--- config.mk ---
export PLATFORM = sky130hd
export DESIGN_NAME = segment_reorder_cumulative_ack_top_flat
export DESIGN_NICKNAME = d
export VERILOG_FILES = /design/src/rtl/core/sra_pkg.sv /design/src/rtl/core/sra_stream_if.sv /design/src/rtl/core/sra_dpath.sv /design/src/rtl/core/sra_ctrl.sv /design/src/rtl/core/segment_reorder_cumulative_ack_top.sv /design/src/flat_wrapper.sv
export SDC_FILE = /design/constraint.sdc
export NUM_CORES = 2
export LEC_CHECK = 0
export BUFFER_PORTS_ARGS = -buffer_cell sky130_fd_sc_hd__buf_2
export CAP_MARGIN = 20
export CORE_ASPECT_RATIO = 1.1
export CORE_MARGIN = 2
export CORE_UTILIZATION = 55
export CTS_CLUSTER_DIAMETER = 200
export CTS_CLUSTER_SIZE = 10
export DETAILED_ROUTE_END_ITERATION = 10
export PLACE_DENSITY = 0.71
export SLEW_MARGIN = 20
export SYNTH_ARGS = -nofsm -noshare
export SYNTH_HDL_FRONTEND = slang
export SYNTH_SLANG_ARGS = --single-unit
--- constraint.sdc ---
create_clock -name clk -period 5.4 [get_ports clk]
set_input_delay 0 -clock clk [delete_from_list [all_inputs] [get_ports clk]]
set_output_delay 0 -clock clk [all_outputs]
set_load 0.01 [all_outputs]
--- src/rtl/core/sra_pkg.sv ---
// Shared types, codes and defaults of the segment reorder and cumulative ack block.
`timescale 1ns / 1ps

package sra_pkg;

  // Default number of hold table entries.
  localparam int HOLD_DEPTH_DEF = 32;

  // Result kinds.
  localparam logic [1:0] KIND_DELIVER = 2'd0;
  localparam logic [1:0] KIND_ACK     = 2'd1;
  localparam logic [1:0] KIND_FINACK  = 2'd2;

  // Input actions.
  localparam logic ACT_DATA = 1'b0;
  localparam logic ACT_FIN  = 1'b1;

  typedef struct packed {
    logic        action;
    logic [31:0] seg_start;
    logic [15:0] seg_bytes;
    logic [7:0]  buffer_tag;
  } in_word_t;

  typedef struct packed {
    logic [1:0]  kind;
    logic [31:0] out_start;
    logic [15:0] out_bytes;
    logic [7:0]  out_tag;
    logic [31:0] ack_point;
    logic        last;
  } out_word_t;

  // Commands from the controller to the datapath.
  typedef struct packed {
    logic cap_in;     // capture the input word, clear the drain list
    logic seg_key;    // compare key takes the segment start
    logic first_adv;  // point advances by the segment length
    logic ins;        // hold the segment if no duplicate and room
    logic take;       // take the lowest matching entry into the drain list
    logic adv;        // point advances by the length just read
    logic prune;      // free entries the point has passed
    logic rd_order;   // read the entry at the current drain list place
    logic ld_first;   // output takes the segment itself
    logic ld_drain;   // output takes the entry just read
    logic ld_last;    // output takes the closing ack or finack
  } dp_cmd_t;

  // Status from the datapath to the controller.
  typedef struct packed {
    logic is_fin;
    logic seg_gt;
    logic seg_eq;
    logic any_eq;
    logic more;
    logic out_free;
  } dp_sts_t;

endpackage

--- src/rtl/core/sra_stream_if.sv ---
// Valid/ready stream interface that carries one word of type T.
`timescale 1ns / 1ps

interface sra_stream_if #(parameter type T = logic);
  logic valid;
  logic ready;
  T     data;

  modport source (output valid, output data, input ready);
  modport sink (input valid, input data, output ready);
endinterface

--- src/rtl/core/sra_dpath.sv ---
// Datapath: ack point, hold table lanes and memory, drain list and output register.
`timescale 1ns / 1ps

module sra_dpath
  import sra_pkg::*;
#(
  parameter int HOLD_DEPTH = HOLD_DEPTH_DEF
) (
  input  logic      clk,
  input  logic      rst_n,
  input  in_word_t  in_word,
  input  dp_cmd_t   cmd,
  output dp_sts_t   sts,
  output out_word_t out_word,
  output logic      out_valid,
  input  logic      out_ready
);

  localparam int IW = (HOLD_DEPTH > 1) ? $clog2(HOLD_DEPTH) : 1;
  localparam int CW = $clog2(HOLD_DEPTH + 1);

  in_word_t              seg_r;
  logic [31:0]           exp_r;
  logic [31:0]           exp_nxt;
  logic [31:0]           key_r;
  logic [HOLD_DEPTH-1:0] valid_r;
  logic [HOLD_DEPTH-1:0] valid_nxt;
  logic [31:0]           lane_start_r [HOLD_DEPTH];
  logic [HOLD_DEPTH-1:0] eq_r;
  logic [HOLD_DEPTH-1:0] lt_r;
  logic [HOLD_DEPTH-1:0] eq_nxt;
  logic [HOLD_DEPTH-1:0] lt_nxt;

  logic [31:0]           mem_start [HOLD_DEPTH];
  logic [15:0]           mem_len   [HOLD_DEPTH];
  logic [7:0]            mem_tag   [HOLD_DEPTH];
  logic [31:0]           rd_start_r;
  logic [15:0]           rd_len_r;
  logic [7:0]            rd_tag_r;

  logic [IW-1:0]         order_r [HOLD_DEPTH];
  logic [CW-1:0]         cnt_r;
  logic [CW-1:0]         k_r;

  out_word_t             out_r;
  logic                  out_valid_r;

  logic [IW-1:0]         match_idx;
  logic [IW-1:0]         free_idx;
  logic [IW-1:0]         ord_idx;
  logic [IW-1:0]         rd_addr;
  logic                  rd_en;
  logic                  do_ins;

  function automatic logic [IW-1:0] lowest_set(input logic [HOLD_DEPTH-1:0] v);
    logic [IW-1:0] r;
    r = '0;
    for (int i = HOLD_DEPTH - 1; i >= 0; i--) begin
      if (v[i]) r = IW'(i);
    end
    return r;
  endfunction

  // Every lane compares its start against the key and against the point.
  always_comb begin
    for (int i = 0; i < HOLD_DEPTH; i++) begin
      eq_nxt[i] = valid_r[i] && (lane_start_r[i] == key_r);
      lt_nxt[i] = valid_r[i] && (lane_start_r[i] < exp_r);
    end
  end

  assign match_idx = lowest_set(eq_r);
  assign free_idx  = lowest_set(~valid_r);
  assign ord_idx   = order_r[k_r[IW-1:0]];
  assign rd_addr   = cmd.take ? match_idx : ord_idx;
  assign rd_en     = cmd.take || cmd.rd_order;
  assign do_ins    = cmd.ins && !(|eq_r) && !(&valid_r);

  always_comb begin
    exp_nxt = exp_r;
    if (cmd.first_adv) begin
      exp_nxt = exp_r + {16'b0, seg_r.seg_bytes};
    end else if (cmd.adv) begin
      exp_nxt = exp_r + {16'b0, rd_len_r};
    end
  end

  always_comb begin
    valid_nxt = valid_r;
    if (do_ins) valid_nxt[free_idx] = 1'b1;
    if (cmd.take) valid_nxt[match_idx] = 1'b0;
    if (cmd.prune) valid_nxt = valid_r & ~lt_r;
  end

  always_ff @(posedge clk) begin
    if (!rst_n) begin
      exp_r       <= '0;
      valid_r     <= '0;
      cnt_r       <= '0;
      k_r         <= '0;
      out_valid_r <= 1'b0;
    end else begin
      exp_r   <= exp_nxt;
      valid_r <= valid_nxt;
      if (cmd.cap_in) begin
        cnt_r <= '0;
        k_r   <= '0;
      end else begin
        if (cmd.take) cnt_r <= cnt_r + CW'(1);
        if (cmd.ld_drain) k_r <= k_r + CW'(1);
      end
      if (cmd.ld_first || cmd.ld_drain || cmd.ld_last) begin
        out_valid_r <= 1'b1;
      end else if (out_ready) begin
        out_valid_r <= 1'b0;
      end
    end
  end

  always_ff @(posedge clk) begin
    eq_r <= eq_nxt;
    lt_r <= lt_nxt;
    if (cmd.cap_in) seg_r <= in_word;
    if (cmd.seg_key) begin
      key_r <= seg_r.seg_start;
    end else if (cmd.first_adv || cmd.adv) begin
      key_r <= exp_nxt;
    end
    if (do_ins) begin
      lane_start_r[free_idx] <= seg_r.seg_start;
      mem_start[free_idx]    <= seg_r.seg_start;
      mem_len[free_idx]      <= seg_r.seg_bytes;
      mem_tag[free_idx]      <= seg_r.buffer_tag;
    end
    if (rd_en) begin
      rd_start_r <= mem_start[rd_addr];
      rd_len_r   <= mem_len[rd_addr];
      rd_tag_r   <= mem_tag[rd_addr];
    end
    if (cmd.take) order_r[cnt_r[IW-1:0]] <= match_idx;
    if (cmd.ld_first) begin
      out_r <= '{kind: KIND_DELIVER, out_start: seg_r.seg_start, out_bytes: seg_r.seg_bytes,
                 out_tag: seg_r.buffer_tag, ack_point: exp_r, last: 1'b0};
    end else if (cmd.ld_drain) begin
      out_r <= '{kind: KIND_DELIVER, out_start: rd_start_r, out_bytes: rd_len_r,
                 out_tag: rd_tag_r, ack_point: exp_r, last: 1'b0};
    end else if (cmd.ld_last) begin
      out_r <= '{kind: (seg_r.action == ACT_FIN) ? KIND_FINACK : KIND_ACK,
                 out_start: 32'd0, out_bytes: 16'd0, out_tag: 8'd0,
                 ack_point: exp_r, last: 1'b1};
    end
  end

  assign sts.is_fin   = (seg_r.action == ACT_FIN);
  assign sts.seg_gt   = (seg_r.seg_start > exp_r);
  assign sts.seg_eq   = (seg_r.seg_start == exp_r);
  assign sts.any_eq   = |eq_r;
  assign sts.more     = (k_r < cnt_r);
  assign sts.out_free = !out_valid_r || out_ready;

  assign out_word  = out_r;
  assign out_valid = out_valid_r;

endmodule

--- src/rtl/core/sra_ctrl.sv ---
// Controller: sequences classify, hold, drain, prune and result emission per word.
`timescale 1ns / 1ps

module sra_ctrl
  import sra_pkg::*;
(
  input  logic    clk,
  input  logic    rst_n,
  input  logic    in_valid,
  output logic    in_ready,
  output dp_cmd_t cmd,
  input  dp_sts_t sts
);

  localparam logic [3:0] S_IDLE  = 4'd0;
  localparam logic [3:0] S_CLASS = 4'd1;
  localparam logic [3:0] S_HCMP  = 4'd2;
  localparam logic [3:0] S_HINS  = 4'd3;
  localparam logic [3:0] S_DCMP  = 4'd4;
  localparam logic [3:0] S_DFIND = 4'd5;
  localparam logic [3:0] S_DADD  = 4'd6;
  localparam logic [3:0] S_EFRST = 4'd7;
  localparam logic [3:0] S_ERD   = 4'd8;
  localparam logic [3:0] S_EDRN  = 4'd9;
  localparam logic [3:0] S_ELAST = 4'd10;

  logic [3:0] state_r;
  logic [3:0] state_nxt;
  logic       first_r;
  logic       first_nxt;

  assign in_ready = (state_r == S_IDLE);

  always_comb begin
    cmd       = '0;
    state_nxt = state_r;
    first_nxt = first_r;
    unique case (state_r)
      S_IDLE: begin
        if (in_valid) begin
          cmd.cap_in = 1'b1;
          state_nxt  = S_CLASS;
        end
      end
      S_CLASS: begin
        first_nxt = 1'b0;
        if (sts.is_fin) begin
          state_nxt = S_ELAST;
        end else if (sts.seg_gt) begin
          cmd.seg_key = 1'b1;
          state_nxt   = S_HCMP;
        end else if (sts.seg_eq) begin
          cmd.first_adv = 1'b1;
          first_nxt     = 1'b1;
          state_nxt     = S_DCMP;
        end else begin
          state_nxt = S_ELAST;
        end
      end
      S_HCMP: state_nxt = S_HINS;
      S_HINS: begin
        cmd.ins   = 1'b1;
        state_nxt = S_ELAST;
      end
      S_DCMP: state_nxt = S_DFIND;
      S_DFIND: begin
        if (sts.any_eq) begin
          cmd.take  = 1'b1;
          state_nxt = S_DADD;
        end else begin
          cmd.prune = 1'b1;
          state_nxt = S_EFRST;
        end
      end
      S_DADD: begin
        cmd.adv   = 1'b1;
        state_nxt = S_DCMP;
      end
      S_EFRST: begin
        if (!first_r) begin
          state_nxt = S_ERD;
        end else if (sts.out_free) begin
          cmd.ld_first = 1'b1;
          state_nxt    = S_ERD;
        end
      end
      S_ERD: begin
        if (sts.more) begin
          cmd.rd_order = 1'b1;
          state_nxt    = S_EDRN;
        end else begin
          state_nxt = S_ELAST;
        end
      end
      S_EDRN: begin
        if (sts.out_free) begin
          cmd.ld_drain = 1'b1;
          state_nxt    = S_ERD;
        end
      end
      S_ELAST: begin
        if (sts.out_free) begin
          cmd.ld_last = 1'b1;
          state_nxt   = S_IDLE;
        end
      end
      default: state_nxt = S_IDLE;
    endcase
  end

  always_ff @(posedge clk) begin
    if (!rst_n) begin
      state_r <= S_IDLE;
      first_r <= 1'b0;
    end else begin
      state_r <= state_nxt;
      first_r <= first_nxt;
    end
  end

  a_accept_classifies: assert property (@(posedge clk) disable iff (!rst_n)
    (in_valid && in_ready) |=> (state_r == S_CLASS))
    else $error("accepted word did not move to classification");

  a_take_needs_match: assert property (@(posedge clk) disable iff (!rst_n)
    cmd.take |-> sts.any_eq)
    else $error("drain take issued without a matching entry");

  a_load_when_free: assert property (@(posedge clk) disable iff (!rst_n)
    (cmd.ld_first || cmd.ld_drain || cmd.ld_last) |-> sts.out_free)
    else $error("output register overwritten while still held");

  a_last_ends_word: assert property (@(posedge clk) disable iff (!rst_n)
    cmd.ld_last |=> (state_r == S_IDLE))
    else $error("closing result did not return the controller to idle");

endmodule

--- src/rtl/core/segment_reorder_cumulative_ack_top.sv ---
// Top level of the segment reorder buffer with cumulative acknowledgement.
`timescale 1ns / 1ps

// Usage: in_chan carries one segment descriptor word (action, seg_start, seg_bytes,
// buffer_tag); out_chan carries result words (kind, out_start, out_bytes, out_tag,
// ack_point, last). Both use valid/ready; a word moves when both are high.
// A data word below the ack point yields only an ack. A word above the point is
// held in the lowest free table entry unless its start is already held or the
// table is full. A word at the point is delivered, held entries that continue the
// point are then delivered in order, passed entries are freed, and an ack closes.
// A finish word yields one finack. Every word in a burst carries the final point,
// and the closing word has last set.
// Lookups use the registered lane compare vectors; the entry memory has one read port.
// One word is worked at a time; the next is accepted once the closing result
// sits in the output register, even while that result waits to be taken.
// A stalled receiver holds the output register and halts emission in place.
// Reset (rst_n low, synchronous) zeroes the ack point and empties the table.

module segment_reorder_cumulative_ack_top
  import sra_pkg::*;
#(
  parameter int HOLD_DEPTH = HOLD_DEPTH_DEF
) (
  input logic          clk,
  input logic          rst_n,
  sra_stream_if.sink   in_chan,
  sra_stream_if.source out_chan
);

  dp_cmd_t   cmd;
  dp_sts_t   sts;
  logic      in_ready;
  out_word_t out_word;
  logic      out_valid;

  // The controller alone decides when a word is taken.
  assign in_chan.ready = in_ready;

  sra_ctrl u_ctrl (
    .clk      (clk),
    .rst_n    (rst_n),
    .in_valid (in_chan.valid),
    .in_ready (in_ready),
    .cmd      (cmd),
    .sts      (sts)
  );

  sra_dpath #(
    .HOLD_DEPTH (HOLD_DEPTH)
  ) u_dpath (
    .clk       (clk),
    .rst_n     (rst_n),
    .in_word   (in_chan.data),
    .cmd       (cmd),
    .sts       (sts),
    .out_word  (out_word),
    .out_valid (out_valid),
    .out_ready (out_chan.ready)
  );

  // The output register drives the result channel directly.
  assign out_chan.valid = out_valid;
  assign out_chan.data  = out_word;

endmodule

--- src/flat_wrapper.sv ---
// flat-port wrapper written by rule: the top's interface ports become plain ports
module segment_reorder_cumulative_ack_top_flat import sra_pkg::*;
#(
  parameter int HOLD_DEPTH = HOLD_DEPTH_DEF
)
  (clk, rst_n, in_chan_valid, in_chan_data, in_chan_ready, out_chan_valid, out_chan_data, out_chan_ready);
  sra_stream_if #(.T(in_word_t)) in_chan_i ();
  sra_stream_if #(.T(out_word_t)) out_chan_i ();
  input logic clk;
  input logic rst_n;
  input wire logic [$bits(in_chan_i.valid)-1:0] in_chan_valid;
  input wire logic [$bits(in_chan_i.data)-1:0] in_chan_data;
  output wire logic [$bits(in_chan_i.ready)-1:0] in_chan_ready;
  output wire logic [$bits(out_chan_i.valid)-1:0] out_chan_valid;
  output wire logic [$bits(out_chan_i.data)-1:0] out_chan_data;
  input wire logic [$bits(out_chan_i.ready)-1:0] out_chan_ready;
  assign in_chan_i.valid = in_chan_valid;
  assign in_chan_i.data = in_chan_data;
  assign in_chan_ready = in_chan_i.ready;
  assign out_chan_valid = out_chan_i.valid;
  assign out_chan_data = out_chan_i.data;
  assign out_chan_i.ready = out_chan_ready;
  segment_reorder_cumulative_ack_top #(.HOLD_DEPTH(HOLD_DEPTH)) u_core (.clk(clk), .rst_n(rst_n), .in_chan(in_chan_i), .out_chan(out_chan_i));
endmodule
==> impl_metrics.env <==
export IMPL_status="finished, violations left"
export IMPL_violations="design-rule violations, max-capacitance violations, max-slew violations"
export IMPL_vias_per_cell=7.50
export IMPL_drtIter0Drc=18300
export IMPL_multi_input_area_um2=53000
export IMPL_finalPower_mw=46.4
export IMPL_cts_tree="done"
export IMPL_rsz0062_at_grt="no"
export IMPL_die_width_um=455
export IMPL_cts_root_buf="clkbuf_16"
export IMPL_syn_mean_instance_area_um2=13.7
export IMPL_fmax_ghz=0.194
export IMPL_cp_start_kind="flip-flop"
export IMPL_p_per_area_nw_per_um2=329
export IMPL_antenna_found_initial=78
export IMPL_drtPass1Iterations=11
export IMPL_fin_skew_ns=0.109
export IMPL_drv_cap=1
export IMPL_seq_area_um2=68700
export IMPL_portBuffers=153
export IMPL_crit_top_cell="buf_4"
export IMPL_cts_made_buffers=283
export IMPL_final_core_util=0.632
export IMPL_core_area_um2=223000
export IMPL_synth_edff_count=2185
export IMPL_io_pin_count=154
export IMPL_netlist_area_um2=123000
export IMPL_antenna_left=0
export IMPL_cp_slowest_cell="nor2_1"
export IMPL_cp_slowest_stage_delay_ns=0.80
export IMPL_ys_ff_latch=2339
export IMPL_grt_max_degree=144
export IMPL_clock_latency_ns=1.02
export IMPL_synth_flop_cell="edfxtp_1"
export IMPL_critPathRequiredTime_ns=6.06
export IMPL_overflow=0
export IMPL_area_delta_synth_final_pct=14.4
export IMPL_drc=2
export IMPL_die_y_um=500
export IMPL_synthDistinctLibCells=83
export IMPL_cp_data_arrival_time_ns=5.81
export IMPL_gp_congestion=1.12
export IMPL_fin_crit_ns=5.15
export IMPL_drive_gt1_frac=0.150
export IMPL_grt_pass1_vias=89700
export IMPL_finalSetupViolCount=0
export IMPL_fin_crit_sh=0.953
export IMPL_vias=96000
export IMPL_cts_sinks=2339
export IMPL_cts_max_path_buffers=4
export IMPL_row_count=182
export IMPL_async_flop_share=0
export IMPL_tightestPinTransition_ns=1.63
export IMPL_start_util=0.552
export IMPL_cp_max_fo=9
export IMPL_syn_inst=9009
export IMPL_path_cells="clkinvlp_4 -> ha_1 -> nand3_1 -> nor2_1 -> nand3_1 -> buf_4 -> nor3_2 -> buf_4 -> buf_4 -> nor2_1 -> buf_4 -> a221oi_1 -> a21oi_1"
export IMPL_grt_pass1_wl_um=792000
export IMPL_track_usage=0.522
export IMPL_ys_warn_count=0
export IMPL_path_clk_slew_ns=0.06
export IMPL_htree_levels=5
export IMPL_nets=10800
export IMPL_setup_worst_path_class="flip-flop to flip-flop"
export IMPL_synth_fp_nets=10100
export IMPL_place_hpwl_um=416000
export IMPL_die_area_um2=228000
export IMPL_hold_violations=0
export IMPL_slew_headroom=-0.101
export IMPL_yosysSeqAreaShare=0.558
export IMPL_end_kind="flip-flop"
export IMPL_leakage_nw=47.5
export IMPL_min_path_type="input pin to flip-flop"
export IMPL_totalWireLength_um=599000
export IMPL_n_fill_cell=16100
export IMPL_slew_viol_final=3
export IMPL_vdd_drop_max_v=0.000415
export IMPL_wl_per_cell_um=46.8
## state kept, by name, summed over array words and instances, names as in the netlist, 56 cells and up, named ones only
| signal | flops |
|---|---|
| u_core.u_dpath.mem_len | 512 |
| u_core.u_dpath.mem_start | 1024 |
| u_core.u_dpath.mem_tag | 256 |
| u_core.u_dpath.order_r | 160 |
| u_core.u_dpath.out_word | 91 |
| u_core.u_dpath.seg_r | 56 |
## kinds of logic after synthesis
logic type | share of synthesized area
flops | 0.558
simple gates | 0.0869
compound gates | 0.0851
xor+xnor | 0.0761
fa+ha+maj | 0.109
buf+inv | 0.0159
mux | 0.0691
## cell type report
type                            instances  area share
Antenna cell                           42    0.000746
Clock buffer                          397      0.0544
Clock inverter                          8    0.000737
Inverter                               83     0.00224
Multi-Input combinational cell       6195       0.376
Sequential cell                      2339       0.488
Tap cell                             2944      0.0262
Timing Repair Buffer                  796      0.0515
## cell usage after synthesis, types with 30 or more instances
master    instances  area share
nand2b_1        100      0.0051
o21a_1           30      0.0018
xnor2_1         877       0.062
a22o_1           60      0.0043
clkbuf_1        220      0.0067
nor2_1          357       0.011
nand2_1         532       0.016
dfxtp_1         154       0.025
nor4_1          123      0.0063
a21oi_1         338       0.014
nor3_1           40      0.0016
nor2b_1         146      0.0074
buf_1            89      0.0027
a21o_1          280       0.017
buf_2            59      0.0024
a32oi_1         110      0.0078
o21ai_0         284       0.012
ha_1           1066        0.11
edfxtp_1       2185        0.53
a22oi_1         188       0.011
nand4_1         380       0.019
xor2_1          193       0.014
mux4_2          357       0.065
a211oi_1         50      0.0030
and2_1           60      0.0030
nand3_1         266       0.011
inv_1            82      0.0025
## repair_timing
action / CTS / global route
buffers inserted: 0 / 0
hold buffers: 117 / 0
resized for setup: 0 / 1
hold endpoints to repair: 154 / 0
endpoints found under the setup margin: 0 / 53
## path summary, 6_finish.rpt
path | startpoint | end | slack (ns) | cells past startpoint
setup / recovery | u_core.u_dpath.exp_r[1]$_SDFF_PN0_ | u_core.u_dpath.key_r[11]$_DFFE_PP_ | 0.25 | 13
hold / removal | out_chan_ready | u_core.u_dpath.out_valid$_SDFFE_PN0P_ | 0.07 | 5
setup reg to reg | u_core.u_dpath.exp_r[1]$_SDFF_PN0_ | u_core.u_dpath.key_r[11]$_DFFE_PP_ | 0.25 | 13
hold reg to reg | u_core.u_dpath.k_r[5]$_SDFFE_PP0P_ | u_core.u_dpath.k_r[5]$_SDFFE_PP0P_ | 0.51 | 2
## routing by layer
| metal | share of wire | wire length (µm) | up-vias | track usage |
|---|---|---|---|---|
| met5 | 0.00042 | 249 | - | 0 |
| met2 | 0.39 | 236000 | 9706 | 0.695 |
| li1 | - | - | 36500 | - |
| met4 | 0.10 | 60700 | 42 | 0.409 |
| met3 | 0.17 | 99400 | 2331 | 0.247 |
| met1 | 0.34 | 203000 | 47300 | 0.646 |
## critical path: cells and delay by family, from the launching register on
| family | cells | cell delay (ns) |
|---|---|---|
| simple gates | 5 | 1.33 |
| compound gates | 2 | 0.92 |
| flops | 1 | 0.47 |
| buf+inv | 5 | 1.47 |
| fa+ha+maj | 1 | 0.57 |
## layout by cell type, fill, tap and decap left out, types with 56 or more instances in the layout
cell type	n
ha_1	1066
nand3_1	266
buf_12	104
dlygate4sd3_1	117
nor2_1	319
a22o_1	60
clkbuf_16	290
a32oi_1	110
nor4_1	101
a22oi_1	188
buf_2	153
a21o_1	280
edfxtp_1	2185
mux4_2	357
nor2b_1	144
nand4_1	380
xor2_1	192
nand2b_1	99
xnor2_1	873
inv_1	56
clkbuf_1	107
dfxtp_1	151
nand2_1	529
a21oi_1	336
and2_1	57
buf_4	416
o21ai_0	282
## metrics by stage
step | setup WS [ns] | area, µm² | hold WS (ns) | std cells | TNS [ns]
3_5_place_dp | 0.665 | 132000 | 0.178 | 12200 | 0
5_1_grt | 0.221 | 141000 | 0.106 | 12800 | 0
4_1_cts | 0.627 | 141000 | 0.0204 | 12800 | 0
6_report | 0.254 | 141000 | 0.0725 | 12800 | 0
3_3_place_gp | -0.290 | 132000 | 0.176 | 12200 | -9.17
2_1_floorplan | 0.146 | 123000 | 0.0989 | 9009 | 0
## report_power, final
group	switching (mW)	internal (mW)	total [mW]
combinational	5.38	1.95	7.33
sequential	0.645	21.0	21.7
clock	7.64	9.75	17.4
No activity file was read; power rests on OpenSTA's default activity.
